==> config.mk <==
export PLATFORM = sky130hd
export DESIGN_NAME = bfmc_avg_unit
export DESIGN_NICKNAME = d
export VERILOG_FILES = /design/src/bfmc_pkg.sv /design/src/bfmc_avg_unit.sv
export SDC_FILE = /design/constraint.sdc
export NUM_CORES = 1
export LEC_CHECK = 0
export BUFFER_PORTS_ARGS = -buffer_cell sky130_fd_sc_hd__buf_2
export CAP_MARGIN = 25
export CELL_PAD_IN_SITES_DETAIL_PLACEMENT = 1
export CELL_PAD_IN_SITES_GLOBAL_PLACEMENT = 1
export CORE_MARGIN = 8
export CORE_UTILIZATION = 35
export DETAILED_ROUTE_END_ITERATION = 8
export PLACE_DENSITY = 0.95
export SYNTH_ARGS = -nofsm -noshare
export SYNTH_HDL_FRONTEND = slang
export SYNTH_SLANG_ARGS = --single-unit
==> constraint.sdc <==
create_clock -name vclk -period 6.7
set_clock_uncertainty 0.15 [all_clocks]
set_input_delay 0.67 -clock vclk [all_inputs]
set_output_delay 0.67 -clock vclk [all_outputs]
set_load 0.02 [all_outputs]
==> src/bfmc_pkg.sv <==
// Shared types, constants and helpers for the 2x2 box-filter mip chain block.
package bfmc_pkg;

    localparam int MAX_WIDTH_DEF  = 4096;
    localparam int MAX_LEVELS_DEF = 13;
    localparam int DIM_CAP        = 4096;   // largest base width or height

    localparam int DIM_W      = 13;         // width/height register width
    localparam int POS_W      = 12;         // column/row counter width
    localparam int LEVEL_W    = 4;          // level field and level count width
    localparam int PIX_W      = 32;         // packed RGBA8, red in the low byte
    localparam int LANE_W     = 9;          // one channel of a pair sum
    localparam int PAIR_W     = 4 * LANE_W; // four channel pair sums
    localparam int CFG_IDX_W  = 2;
    localparam int CFG_DATA_W = 13;

    typedef enum logic [CFG_IDX_W-1:0] {
        REG_IMAGE_WIDTH  = 2'd0,
        REG_IMAGE_HEIGHT = 2'd1,
        REG_LEVEL_COUNT  = 2'd2
    } cfg_reg_t;

    typedef enum logic [1:0] {
        ST_IDLE,
        ST_EMIT,
        ST_MEAN
    } state_t;

    typedef enum logic {
        ALU_PAIR,
        ALU_MEAN
    } alu_op_t;

    typedef struct packed {
        logic idle;
        logic take;
        logic emit;
        logic mean;
    } bfmc_ctrl_t;

    typedef struct packed {
        logic [7:0] red;
        logic [7:0] green;
        logic [7:0] blue;
        logic [7:0] alpha;
    } pixel_in_t;

    typedef struct packed {
        logic [LEVEL_W-1:0] level;
        logic [POS_W-1:0]   pos_x;
        logic [POS_W-1:0]   pos_y;
        logic [7:0]         out_red;
        logic [7:0]         out_green;
        logic [7:0]         out_blue;
        logic [7:0]         out_alpha;
        logic               run_last;
    } pixel_out_t;

    // Spread a packed RGBA8 pixel over four 9-bit lanes.
    function automatic logic [PAIR_W-1:0] expand_pix(input logic [PIX_W-1:0] p);
        logic [PAIR_W-1:0] r;
        r = '0;
        for (int c = 0; c < 4; c++) begin
            r[LANE_W*c +: LANE_W] = {1'b0, p[8*c +: 8]};
        end
        return r;
    endfunction

endpackage

==> src/bfmc_avg_unit.sv <==
// Shared four-lane adder: pair sums of two pixels, or the mean of four pixels from two pair sums.
module bfmc_avg_unit (
    input  bfmc_pkg::alu_op_t           op,
    input  logic [bfmc_pkg::PAIR_W-1:0] a,
    input  logic [bfmc_pkg::PAIR_W-1:0] b,
    output logic [bfmc_pkg::PAIR_W-1:0] result
);

    always_comb
    begin
        logic [bfmc_pkg::LANE_W:0] s;
        result = '0;
        for (int c = 0; c < 4; c++) begin
            s = {1'b0, a[bfmc_pkg::LANE_W*c +: bfmc_pkg::LANE_W]}
              + {1'b0, b[bfmc_pkg::LANE_W*c +: bfmc_pkg::LANE_W]};
            case (op)
                bfmc_pkg::ALU_MEAN: result[8*c +: 8] = s[9:2];
                default:            result[bfmc_pkg::LANE_W*c +: bfmc_pkg::LANE_W] = s[8:0];
            endcase
        end
    end

endmodule

==> impl_metrics.toml <==
[status]
status = "complete, no violations"

[synth]
syn_nets = 398
syn_inst = 285
synth.distinct_cells = 46
yosysWarnings = 0
avgSynthCellArea_um2 = 7.20
ys_seq_area_frac = 0
syn_area_mm2 = 0.00205

[layout]
drive_gt1_frac = 0.325
final_cell_mix = "109 x buf_2, 36 x ha_1, 24 x nor2_1"
final_common_cell = "buf_2"
syn_to_final_growth_pct = 29.7
n_clock_buffer = 0
flops_and_latches = 0
fillers = 777
diodes = 0
final_cell_area_mm2 = 0.00266
nNetsFinal = 500
seqCellArea_um2 = 0

[worst_setup_path]
crit_start = "a[18]"
cp.depth = 9
cp_num_buf_inv = 2
crit_fanout = 5
crit_path_frequent_cell = "buf_2"
crit_chain = "buf_2 -> ha_1 -> fa_1 -> a21o_1 -> a21oi_1 -> o21bai_1 -> a211oi_1 -> o31ai_1 -> buf_2"
slowest_stage = "fa_1"
cp-end-kind = "primary output"
critPathRequiredTime_ns = 5.88
start_kind = "primary input"
crit_type = "primary input to primary output"
cp.arrival_ns = 2.82
crit_family = "compound AO/OA/AOI/OAI gates"
cpPeakStageDelay_ns = 0.43

[grt]
grtUsageMet2 = 0.349
grt-busiest-layer = "met2"
grt_use_met3 = 0.0316
grt_util_met1 = 0.198
grtUsageTotal = 0.180
grt_pass1_wl_um = 13400
grt_max_degree = 42
antenna_found_initial = 0
grt-ovfl-total = 0
grt_pass1_vias = 3000

[timing]
final-hold-violation-count = 0
tightest_slew_ns = 0.630
rsz0062_at_grt = "no"
fin_crit_sh = 0.543
layout_setup_ws_ns = 3.06
max_freq_ghz = 0.275
slew_viol_final = 0
relSlewSlack = 0.579
period_needed_ns = 3.64
setup_viol = 0
tns_ns = 0

[routing]
firstDrtPassIters = 4
vias_per_cell = 5.70
wl_um = 8020
final_antenna_net_count = 0
drcViolationCount = 0
dr.first_iter.drc_count = 105
num_vias = 2623
avgRoutedWirePerCell_um = 17.4

[min_path]
hold_class = "primary input to primary output"
holdCritStartpoint = "b[0]"
min_delay_path_depth = 5

[floorplanning]
die_h_um = 92.5
ios = 109
core-area_mm2 = 0.00578
die_w_um = 92.5
num_rows = 28
die_area_mm2 = 0.00856
start_util = 0.355

[placement]
io_buffer_count = 109
gp_congestion = 0.883
hpwl_um = 6940
dp_slack_ns = 3.05
place_area_mm2 = 0.00266

[clock_tree]
cts_hold_buf = 0
post_cts_resized = 0
post-cts-setup-buffers = 0

[power]
p_leak_nw = 1.31
powerDensity_mw_per_mm2 = 122
ir_drop_mv = 0.0677

[job]
cap_viol_max_count = 0
logic make-up (layout without fill, tap and decap cells):
family                     after synthesis  in the layout  share of synthesized area
AOI/OAI and AO/OA                      109            109                      0.370
and+or+nand+nor                         94             94                      0.229
adders and majority gates               40             40                      0.259
buffers and inverters                   19            119                     0.0348
xor gates and xnor gates                14             14                     0.0598
muxes                                    9              9                     0.0476
worst min-delay path, delay by kind of cell:
family,cells,cell delay [ns]
buffers and inverters,2,0.24
AO/OA/AOI/OAI,1,0.06
AND/OR/NAND/NOR,1,0.05
adder cells (fa/ha/maj),1,0.11
final timing paths:
check         end  slack [ns]
max    result[20]        3.06
min     result[0]        1.66
cells in the mapped netlist (4+ instances only):
cell      count  area, um2
ha_1         36        450
nor2_1       24       90.1
nand2_1      22       82.6
o21ai_0      22        110
a21oi_1      17       85.1
nor3_1       14       70.1
o21a_1       12       90.1
a211oi_1     10       75.1
inv_1         8       30.0
o31ai_1       8       60.1
nand3_1       7       35.0
xnor2_1       7       61.3
xor2_1        7       61.3
a21o_1        6       45.0
clkbuf_1      6       22.5
mux2_2        6       67.6
o21bai_1      6       45.0
and2_1        4       25.0
buf_1         4       15.0
fa_1          4       80.1
nor2b_1       4       25.0
o211ai_1      4       30.0
or2_2         4       25.0
layout make-up:
class                           count  area (um2)  area share
Inverter                            9        33.8      0.0127
Multi-Input combinational cell    266        1980       0.744
Tap cell                           75        93.8      0.0353
Timing Repair Buffer              110         553       0.208
layer usage:
metal,up-vias,part of all wire
met5,-,0
met4,0,0.019
met3,12,0.058
met2,88,0.52
met1,1225,0.41
li1,1298,-
per-stage QoR:
| step | util | power (mW) | std cells | hold slack (ns) |
|---|---|---|---|---|
| 2_1_floorplan | - | 0.219 | 285 | 1.48 |
| 3_3_place_gp | 0.460 | 0.313 | 460 | 1.63 |
| 3_5_place_dp | 0.460 | 0.326 | 460 | 1.65 |
| 4_1_cts | 0.460 | 0.328 | 460 | 1.65 |
| 5_1_grt | 0.460 | 0.358 | 460 | 1.71 |
| 6_report | 0.460 | 0.326 | 460 | 1.66 |
power breakdown:
| group | total, mW | internal, mW | switching (mW) |
|---|---|---|---|
| Clock | 0 | 0 | 0 |
| Sequential | 0 | 0 | 0 |
| Combinational | 0.326 | 0.131 | 0.194 |
No activity file was read; power rests on OpenSTA's default activity.
