[config.mk]
export PLATFORM = sky130hd
export DESIGN_NAME = bfmc_ctrl
export DESIGN_NICKNAME = d
export VERILOG_FILES = /design/src/bfmc_pkg.sv /design/src/bfmc_ctrl.sv
export SDC_FILE = /design/constraint.sdc
export NUM_CORES = 1
export LEC_CHECK = 0
export ABC_AREA = 1
export BUFFER_PORTS_ARGS = -buffer_cell sky130_fd_sc_hd__buf_2
export CORE_AREA = 3 3 40 42
export DETAILED_ROUTE_END_ITERATION = 12
export DIE_AREA = 0 0 43 45
export GPL_ROUTABILITY_DRIVEN = 0
export PLACE_DENSITY = 0.3
export SYNTH_ARGS = -nofsm -noshare
export SYNTH_HDL_FRONTEND = slang
export SYNTH_SLANG_ARGS = --single-unit
[constraint.sdc]
create_clock -name clk -period 0.9 [get_ports clk]
set_input_delay 0.09 -clock clk [delete_from_list [all_inputs] [get_ports clk]]
set_output_delay 0.09 -clock clk [all_outputs]
set_load 0.005 [all_outputs]
[src/bfmc_pkg.sv]
// Shared types, constants and helpers for the 2x2 box-filter mip chain block.
package bfmc_pkg;

    localparam int MAX_WIDTH_DEF  = 4096;
    localparam int MAX_LEVELS_DEF = 13;
    localparam int DIM_CAP        = 4096;   // largest base width or height

    localparam int DIM_W      = 13;         // width/height register width
    localparam int POS_W      = 12;         // column/row counter width
    localparam int LEVEL_W    = 4;          // level field and level count width
    localparam int PIX_W      = 32;         // packed RGBA8, red in the low byte
    localparam int LANE_W     = 9;          // one channel of a pair sum
    localparam int PAIR_W     = 4 * LANE_W; // four channel pair sums
    localparam int CFG_IDX_W  = 2;
    localparam int CFG_DATA_W = 13;

    typedef enum logic [CFG_IDX_W-1:0] {
        REG_IMAGE_WIDTH  = 2'd0,
        REG_IMAGE_HEIGHT = 2'd1,
        REG_LEVEL_COUNT  = 2'd2
    } cfg_reg_t;

    typedef enum logic [1:0] {
        ST_IDLE,
        ST_EMIT,
        ST_MEAN
    } state_t;

    typedef enum logic {
        ALU_PAIR,
        ALU_MEAN
    } alu_op_t;

    typedef struct packed {
        logic idle;
        logic take;
        logic emit;
        logic mean;
    } bfmc_ctrl_t;

    typedef struct packed {
        logic [7:0] red;
        logic [7:0] green;
        logic [7:0] blue;
        logic [7:0] alpha;
    } pixel_in_t;

    typedef struct packed {
        logic [LEVEL_W-1:0] level;
        logic [POS_W-1:0]   pos_x;
        logic [POS_W-1:0]   pos_y;
        logic [7:0]         out_red;
        logic [7:0]         out_green;
        logic [7:0]         out_blue;
        logic [7:0]         out_alpha;
        logic               run_last;
    } pixel_out_t;

    // Spread a packed RGBA8 pixel over four 9-bit lanes.
    function automatic logic [PAIR_W-1:0] expand_pix(input logic [PIX_W-1:0] p);
        logic [PAIR_W-1:0] r;
        r = '0;
        for (int c = 0; c < 4; c++) begin
            r[LANE_W*c +: LANE_W] = {1'b0, p[8*c +: 8]};
        end
        return r;
    endfunction

endpackage

[src/bfmc_ctrl.sv]
// Sequencer: accept a pixel, then walk the levels one emit/mean pair at a time.
module bfmc_ctrl (
    input  logic                 clk,
    input  logic                 rst_n,
    input  logic                 in_valid,
    input  logic                 out_busy,   // output register full and stalled
    input  logic                 go_on,      // this level feeds the next one
    output bfmc_pkg::bfmc_ctrl_t ctrl
);

    bfmc_pkg::state_t state_reg, state_next;

    always_ff @(posedge clk or negedge rst_n)
    begin
        if (!rst_n)
        begin
            state_reg <= bfmc_pkg::ST_IDLE;
        end
        else
        begin
            state_reg <= state_next;
        end
    end

    always_comb
    begin
        state_next = state_reg;
        case (state_reg)
            bfmc_pkg::ST_IDLE:
            begin
                if (in_valid)
                begin
                    state_next = bfmc_pkg::ST_EMIT;
                end
            end
            bfmc_pkg::ST_EMIT:
            begin
                if (!out_busy)
                begin
                    state_next = go_on ? bfmc_pkg::ST_MEAN : bfmc_pkg::ST_IDLE;
                end
            end
            bfmc_pkg::ST_MEAN: state_next = bfmc_pkg::ST_EMIT;
            default:           state_next = bfmc_pkg::ST_IDLE;
        endcase
    end

    always_comb
    begin
        ctrl = '0;
        case (state_reg)
            bfmc_pkg::ST_IDLE:
            begin
                ctrl.idle = 1'b1;
                ctrl.take = in_valid;
            end
            bfmc_pkg::ST_EMIT: ctrl.emit = !out_busy;
            bfmc_pkg::ST_MEAN: ctrl.mean = 1'b1;
            default:           ctrl = '0;
        endcase
    end

endmodule

==> flow_summary_export.csv, run 1 <==
group,metric,value,unit
power,ir_worst_vdd,0.354,mV
global_routing,grt_pass1_vias,148,
run_status,violations,"negative setup slack",
cells_and_area,mostFrequentLayoutCells,"8 x buf_2, 4 x nand2_1, 3 x inv_1, 3 x clkbuf_4",
cts,cts_made_buffers,3,
yosys,synth_seq_cells,2,
cts,h-tree-depth,1,
die,die_x,43,µm
cells_and_area,nets,37,
yosys,syn_nets,21,
yosys,netlist_instances,16,
timing,finalCritPeriodShare,1.17,
cells_and_area,largest_reg_flops,2,
timing,rsz0062_at_grt,"yes",
die,die-area,1940,µm²
global_routing,grt_pass1_wl,552,µm
yosys,yosysWarnings,0,
timing,hold_ws,0.0759,ns
cells_and_area,post-route-util,0.182,
yosys,ys_seq_area_frac,0.444,
die,io_pins,9,
cts,clk_pin_slew_worst_paths,0.03,ns
timing,setup_viol,4,
cells_and_area,area_growth,108,%
global_routing,track_usage,0.0458,
die,start_util,0.0876,
critical_path,crit_path_start_kind,"flip-flop",
cts,max-clock-path-buffers,2,
global_routing,grt_max_degree,6,
placed_design,preCtsSetupSlack,0.0568,ns
timing,hold_viol_final,0,
routing,drc,0,
routing,drt_iter0_markers,0,
routing,dr.pass1.iters,1,
hold_path,holdCritPathClass,"in2reg",
power,powerDensity,2060,nW/µm²
run_status,status,"complete, but fails checks",
timing,worst_pin_slew,0.154,ns
job,max_cap_violations,0,
cells_and_area,design_area,234,µm²
timing,fmax,946,MHz
routing,vias_per_cell,3.11,
die,fp.dieH,45,µm
critical_path,critical_path_class,"reg2out",
routing,drt_wl_total,338,µm
routing,wl_per_cell,7.51,µm
timing,maxSlewHeadroom,0.897,
cells_and_area,antenna_cells,0,
routing,route.vias.total,140,
timing,fin_crit,1.06,ns
critical_path,cp.arrival,0.97,ns
placed_design,dp_cells,39,
yosys,syn-cell-area,113,µm²
critical_path,worstPathRequired,0.81,ns
timing,slew_viol_final,0,
cts,cts_root_buf,"clkbuf_4",
critical_path,critPathMaxFanout,3,
routing,drtAntennaViolNets,0,
cells_and_area,stdcell_count,45,
cells_and_area,drive_gt1_frac,0.633,
timing,finalClockSkew,0.00179,ns
cts,clk_latency,0.22,ns
critical_path,cp-end-kind,"output pin",
yosys,synth_cell_types,7,
cells_and_area,mostFrequentLayoutCell,"buf_2",
placed_design,port-buffer-count,8,
cts,cts_tree,"yes",
global_routing,antenna_found_initial,0,
die,row_count,13,
global_routing,grt-ovfl-total,0,
placed_design,postPlaceCellArea,171,µm²
timing,fin_ws,-0.157,ns
power,p_leak,0.131,nW
yosys,avgSynthCellArea,7.04,µm²
die,coreArea,1280,µm²
cts,clock_sinks,2,
==> final cells by class <==
type	count	area [µm²]
clock buffers	3	22.5
fillers	137	1050
inverters	4	15.0
multi-input cells	10	61.3
flip-flops and latches	2	51.3
well taps	15	18.8
repair buffers	11	65.1
==> cells in the mapped netlist <==
master	number	area (µm²)
nor3_1	1	5.00
inv_1	4	15.0
nand2_1	5	18.8
nor3_2	1	10.0
nor2_1	2	7.51
dfrtp_1	2	50.1
nor2_2	1	6.26
==> through the flow <==
step	total power [mW]	setup TNS, ns
4_1_cts	0.465	-0.520
3_3_place_gp	0.233	0
2_1_floorplan	0.185	0
3_5_place_dp	0.236	0
5_1_grt	0.519	-0.764
6_report	0.482	-0.469
==> metal layers <==
layer,track usage,part of all wire
met5,0,0
met4,0.0904,0.050
met3,0.0120,0.098
met2,0.0449,0.35
met1,0.0531,0.50
==> where the power goes <==
part           leakage (nW)  total, mW  internal [mW]  switching (mW)
Sequential           0.0239      0.137          0.110          0.0270
Clock                0.0138      0.196          0.147          0.0489
Combinational        0.0936      0.149         0.0807          0.0686
Total                 0.131      0.482          0.337           0.145
==> critical path, stage by stage, from the launching register on <==
cell	delay (ns)
dfrtp_1	0.41
inv_2	0.09
nand2_2	0.05
nor2_1	0.09
buf_2	0.11
==> worst paths after layout <==
path | from | to | slack [ns] | cells after the start
max | state_reg[1]$_DFFE_PN0P_ | ctrl[1] | -0.16 | 4
min | out_busy | state_reg[1]$_DFFE_PN0P_ | 0.08 | 2
max reg2reg | state_reg[1]$_DFFE_PN0P_ | state_reg[0]$_DFFE_PN0P_ | 0.02 | 6
min reg2reg | state_reg[0]$_DFFE_PN0P_ | state_reg[0]$_DFFE_PN0P_ | 0.59 | 3
max in group asynchronous | rst_n | state_reg[0]$_DFFE_PN0P_ | 0.61 | 2
min in group asynchronous | rst_n | state_reg[1]$_DFFE_PN0P_ | 0.18 | 2
==> cell families (layout without fill, tap and decap cells) <==
| group | Yosys count | count (layout) | synth area share |
|---|---|---|---|
| buffers and inverters | 4 | 18 | 0.133 |
| flip-flops | 2 | 2 | 0.444 |
| AND/OR/NAND/NOR | 10 | 10 | 0.422 |
==> what timing repair did <==
action                                 CTS  global route
gates resized for setup                  3             2
endpoints found under the hold margin    2             0
cloned                                   0             0
setup buffers                            0             2
hold buffers                             1             0
setup endpoints to repair                4             5
pin swaps                                1             2
(Power assumes the default switching activity.)
==> run 2: changes to the inputs <==
--- a/config.mk
+++ b/config.mk
@@ -5,13 +5,13 @@
 export SDC_FILE = /design/constraint.sdc
 export NUM_CORES = 1
 export LEC_CHECK = 0
-export ABC_AREA = 1
 export BUFFER_PORTS_ARGS = -buffer_cell sky130_fd_sc_hd__buf_2
 export CORE_AREA = 3 3 40 42
 export DETAILED_ROUTE_END_ITERATION = 12
 export DIE_AREA = 0 0 43 45
 export GPL_ROUTABILITY_DRIVEN = 0
 export PLACE_DENSITY = 0.3
+export SKIP_CTS_REPAIR_TIMING = 1
 export SYNTH_ARGS = -nofsm -noshare
 export SYNTH_HDL_FRONTEND = slang
 export SYNTH_SLANG_ARGS = --single-unit
==> flow_summary_export.csv, run 2 <==
group,metric,value,unit
timing,setup_viol,4,
timing,fmax,929,MHz
power,ir_worst_vdd,0.377,mV
critical_path,critical_path_class,"reg2out",
yosys,post-synth-top-area-cell,"dfrtp_1",
cts,cts_tree,"yes",
yosys,ys_async_sr_fraction,1.00,
die,die-area,1940,µm²
yosys,ys.flop_type,"dfrtp_1",
die,io_pins,9,
yosys,yosysWarnings,0,
global_routing,antenna_found_initial,0,
yosys,synth_compound_area_frac,0.0482,
timing,rsz0062_at_grt,"yes",
global_routing,grt_pass1_vias,113,
die,die_x,43,µm
timing,hold_viol_final,0,
cells_and_area,area_growth,118,%
cells_and_area,drive_gt1_frac,0.696,
yosys,netlist_instances,10,
power,power.switching,112,µW
die,fp.dieH,45,µm
cts,cts_root_buf,"clkbuf_4",
yosys,synth_cell_types,7,
timing,worst_pin_slew,0.171,ns
critical_path,cp.arrival,0.99,ns
cells_and_area,mostFrequentLayoutCell,"buf_2",
global_routing,grt_max_degree,6,
yosys,synth_mux_area_frac,0,
yosys,synth_fa_ha_area_frac,0,
routing,route.vias.total,122,
run_status,violations,"negative setup slack",
routing,drc,0,
cts,cts_made_buffers,3,
yosys,synth-edff-count,0,
cells_and_area,antenna_cells,0,
yosys,synth_commonest_cells,"2 x and2_1, 2 x dfrtp_1, 2 x nor2_1",
global_routing,grt_pass1_wl,496,µm
timing,fin_ws,-0.177,ns
die,start_util,0.0808,
hold_path,holdCritPathClass,"in2reg",
critical_path,critPathMaxFanout,5,
yosys,synthSimpleGateAreaFrac,0.470,
global_routing,grt-ovfl-total,0,
critical_path,cp-end-kind,"output pin",
cts,clk_pin_slew_worst_paths,0.03,ns
timing,hold_ws,0.0842,ns
cells_and_area,post-route-util,0.176,
power,powerDensity,2070,nW/µm²
global_routing,track_usage,0.0417,
yosys,syn-cell-area,104,µm²
yosys,ys_seq_area_frac,0.482,
routing,drt_wl_total,313,µm
timing,finalClockSkew,0.00263,ns
power,p_leak,0.112,nW
routing,wl_per_cell,8.24,µm
yosys,synth_top_area_frac,0.482,
timing,finalCritPeriodShare,1.20,
cells_and_area,mostFrequentLayoutCells,"5 x buf_2, 3 x clkbuf_4, 3 x buf_6",
routing,vias_per_cell,3.21,
run_status,status,"complete, but fails checks",
yosys,synth_xor_area_frac,0,
placed_design,port-buffer-count,8,
cells_and_area,nets,30,
yosys,synth_seq_cells,2,
timing,slew_viol_final,0,
power,p_seq_frac,0.268,
power,total_power,469,µW
timing,fin_crit,1.08,ns
yosys,avgSynthCellArea,10.4,µm²
cts,max-clock-path-buffers,2,
cts,clk_latency,0.22,ns
power,netSwitchingFraction,0.240,
yosys,syn_nets,15,
power,power_frac_clock,0.411,
critical_path,worstPathRequired,0.81,ns
routing,dr.pass1.iters,2,
die,row_count,13,
critical_path,crit_path_start_kind,"flip-flop",
job,max_cap_violations,0,
cells_and_area,largest_reg_flops,2,
timing,maxSlewHeadroom,0.885,
power,p_int,357,µW
routing,drtAntennaViolNets,0,
yosys,synth_top_family_by_area,"simple AND/OR/NAND/NOR gates",
power,power_frac_comb,0.321,
die,coreArea,1280,µm²
placed_design,preCtsSetupSlack,0.0349,ns
cts,clock_sinks,2,
cts,h-tree-depth,1,
routing,drt_iter0_markers,3,
yosys,ys_top_cells_by_area,"dfrtp_1 48%, and2_1 12%, nor3b_2 12%, and2b_2 8.4%, nand3b_1 7.2%",
==> run 2: cell types whose count changed in the layout (fill, tap and decap cells not counted), moves of 3 or more <==
| cell | delta |
|---|---|
| inv_1 | -3 |
| buf_2 | -3 |
| buf_6 | +3 |
| nand2_1 | -4 |
==> run 2: layout make-up <==
class / count / area [µm²]
multi-input cells: 8 / 58.8
repair buffers: 10 / 76.3
fillers: 142 / 1060
well taps: 15 / 18.8
clock buffers: 3 / 22.5
flip-flops and latches: 2 / 50.0
==> run 2: power by group through the flow <==
stage / registers [mW] / logic, mW / clock network, mW
after floorplan: 0.120 / 0.0461 / 0
after global placement: 0.121 / 0.0903 / 0
after detailed placement: 0.123 / 0.0911 / 0
after CTS: 0.122 / 0.0915 / 0.209
after global routing: 0.129 / 0.163 / 0.217
final: 0.126 / 0.151 / 0.193
==> run 2: cell families (layout without fill, tap and decap cells) <==
family | Yosys count | after routing
AOI/OAI and AO/OA | 1 | 1
buffers and inverters | 0 | 13
DFF | 2 | 2
and+or+nand+nor | 7 | 7
==> run 2: metrics by stage <==
stage | setup TNS [ns] | area [µm²] | cells
floorplan | 0 | 104 | 10
global placement | 0 | 163 | 33
detailed placement | 0 | 163 | 33
CTS | -0.607 | 185 | 36
global route | -0.934 | 226 | 38
finish | -0.651 | 226 | 38
==> run 2: per-layer routing <==
| layer | global-route usage | wire length (µm) |
|---|---|---|
| met5 | 0 | 0 |
| met4 | 0.0542 | 0 |
| met3 | 0.0438 | 49 |
| met2 | 0.0299 | 112 |
| met1 | 0.0483 | 151 |
==> run 2: path summary, 6_finish.rpt <==
kind / startpoint / endpoint / cells after the start / slack (ns)
worst min-delay path: go_on / state_reg[1]$_DFFE_PN0P_ / 2 / 0.08
min in group asynchronous: rst_n / state_reg[0]$_DFFE_PN0P_ / 2 / 0.20
max in group asynchronous: rst_n / state_reg[1]$_DFFE_PN0P_ / 2 / 0.60
worst max register to register: state_reg[0]$_DFFE_PN0P_ / state_reg[1]$_DFFE_PN0P_ / 2 / 0.05
worst max-delay path: state_reg[1]$_DFFE_PN0P_ / ctrl[1] / 2 / -0.18
worst min register to register: state_reg[0]$_DFFE_PN0P_ / state_reg[0]$_DFFE_PN0P_ / 1 / 0.57
==> run 2: worst max-delay path, stage by stage (launching register included) <==
cell,delay [ns]
dfrtp_1,0.41
nor3b_2,0.21
buf_2,0.15
==> run 3: changes to the inputs <==
--- a/config.mk
+++ b/config.mk
@@ -5,8 +5,10 @@
 export SDC_FILE = /design/constraint.sdc
 export NUM_CORES = 1
 export LEC_CHECK = 0
+export ABC_AREA = 1
 export BUFFER_PORTS_ARGS = -buffer_cell sky130_fd_sc_hd__buf_2
 export CORE_AREA = 3 3 40 42
+export CTS_CLUSTER_DIAMETER = 50
 export DETAILED_ROUTE_END_ITERATION = 12
 export DIE_AREA = 0 0 43 45
 export GPL_ROUTABILITY_DRIVEN = 0
==> flow_summary_export.csv, run 3 (same netlist as run 1, synthesis figures left out) <==
group,metric,value,unit
run_status,violations,"negative setup slack",
power,ir_worst_vdd,0.353,mV
critical_path,worstPathRequired,0.81,ns
timing,hold_ws,0.0752,ns
hold_path,holdCritPathClass,"in2reg",
routing,drc,0,
cts,clk_latency,0.22,ns
timing,setup_tns,-0.451,ns
routing,drt_wl_total,342,µm
power,p_leak,0.133,nW
die,io_pins,9,
die,row_count,13,
cells_and_area,largest_reg_flops,2,
timing,fmax,947,MHz
routing,route.vias.total,139,
timing,slew_viol_final,0,
global_routing,track_usage,0.0450,
timing,finalClockSkew,0.00178,ns
routing,vias_per_cell,3.09,
critical_path,critPathMaxFanout,3,
die,start_util,0.0876,
critical_path,cp-end-kind,"output pin",
job,max_cap_violations,0,
die,coreArea,1280,µm²
cells_and_area,area_growth,108,%
cts,h-tree-depth,1,
timing,maxSlewHeadroom,0.900,
global_routing,grt_max_degree,6,
routing,drt_iter0_markers,3,
global_routing,grt_pass1_wl,538,µm
cts,cts_made_buffers,3,
cts,max-clock-path-buffers,2,
cells_and_area,design_area,234,µm²
cts,clock_sinks,2,
run_status,status,"complete, but fails checks",
cells_and_area,nets,37,
power,powerDensity,2060,nW/µm²
critical_path,cp.arrival,0.97,ns
routing,dr.pass1.iters,4,
cts,cts_root_buf,"clkbuf_4",
timing,fin_crit,1.06,ns
die,fp.dieH,45,µm
cts,clk_pin_slew_worst_paths,0.03,ns
timing,setup_viol,4,
critical_path,crit_path_start_kind,"flip-flop",
placed_design,postPlaceCellArea,171,µm²
placed_design,port-buffer-count,8,
routing,wl_per_cell,7.60,µm
cells_and_area,antenna_cells,0,
timing,fin_ws,-0.156,ns
timing,hold_viol_final,0,
routing,drtAntennaViolNets,0,
global_routing,grt-ovfl-total,0,
timing,worst_pin_slew,0.150,ns
cells_and_area,mostFrequentLayoutCells,"8 x buf_2, 4 x nand2_1, 3 x inv_1, 3 x clkbuf_4",
cells_and_area,mostFrequentLayoutCell,"buf_2",
global_routing,antenna_found_initial,0,
critical_path,critical_path_class,"reg2out",
cts,cts_tree,"yes",
cells_and_area,drive_gt1_frac,0.633,
die,die_x,43,µm
die,die-area,1940,µm²
timing,finalCritPeriodShare,1.17,
timing,rsz0062_at_grt,"yes",
global_routing,grt_pass1_vias,148,
-- run 3: worst paths after layout --
kind / slack (ns) / from / cells after the start / to
setup reg to reg: 0.02 / state_reg[1]$_DFFE_PN0P_ / 6 / state_reg[0]$_DFFE_PN0P_
hold / removal: 0.08 / out_busy / 2 / state_reg[1]$_DFFE_PN0P_
max in group asynchronous: 0.61 / rst_n / 2 / state_reg[0]$_DFFE_PN0P_
min in group asynchronous: 0.18 / rst_n / 2 / state_reg[1]$_DFFE_PN0P_
setup / recovery: -0.16 / state_reg[1]$_DFFE_PN0P_ / 4 / ctrl[1]
hold reg to reg: 0.60 / state_reg[0]$_DFFE_PN0P_ / 3 / state_reg[0]$_DFFE_PN0P_
-- run 3: layout make-up --
type | count | area, µm²
multi-input combinational | 10 | 61.3
clock buffer | 3 | 22.5
sequential | 2 | 51.3
inverter | 4 | 15.0
fill | 137 | 1050
timing repair buffer | 11 | 65.1
tap | 15 | 18.8
-- run 3: metrics by stage --
stage / utilization / setup slack [ns] / instances / power (mW)
finish: 0.182 / -0.156 / 45 / 0.482
global route: 0.182 / -0.218 / 45 / 0.518
CTS: 0.151 / -0.192 / 42 / 0.451
detailed placement: 0.133 / 0.0568 / 39 / 0.236
global placement: 0.133 / 0.0541 / 39 / 0.233
floorplan: - / 0.113 / 16 / 0.185
-- run 3: critical path: stages, from the launching register on --
cell and delay (ns):
dfrtp_1 0.40, inv_2 0.09, nand2_2 0.05, nor2_1 0.09, buf_2 0.11
-- run 3: metal layers --
metal  GRT usage  up-vias  wire (µm)
met1      0.0556       50        168
met3      0.0120        2         33
met2      0.0389       11        123
met5           0        -          0
li1            -       76          -
met4      0.0904        0         17
-- run 3: power breakdown --
| part | internal, mW | switching [mW] | total [mW] |
|---|---|---|---|
| Combinational | 0.0798 | 0.0692 | 0.149 |
| Clock | 0.147 | 0.0487 | 0.196 |
| Sequential | 0.110 | 0.0275 | 0.137 |
| Total | 0.336 | 0.145 | 0.482 |
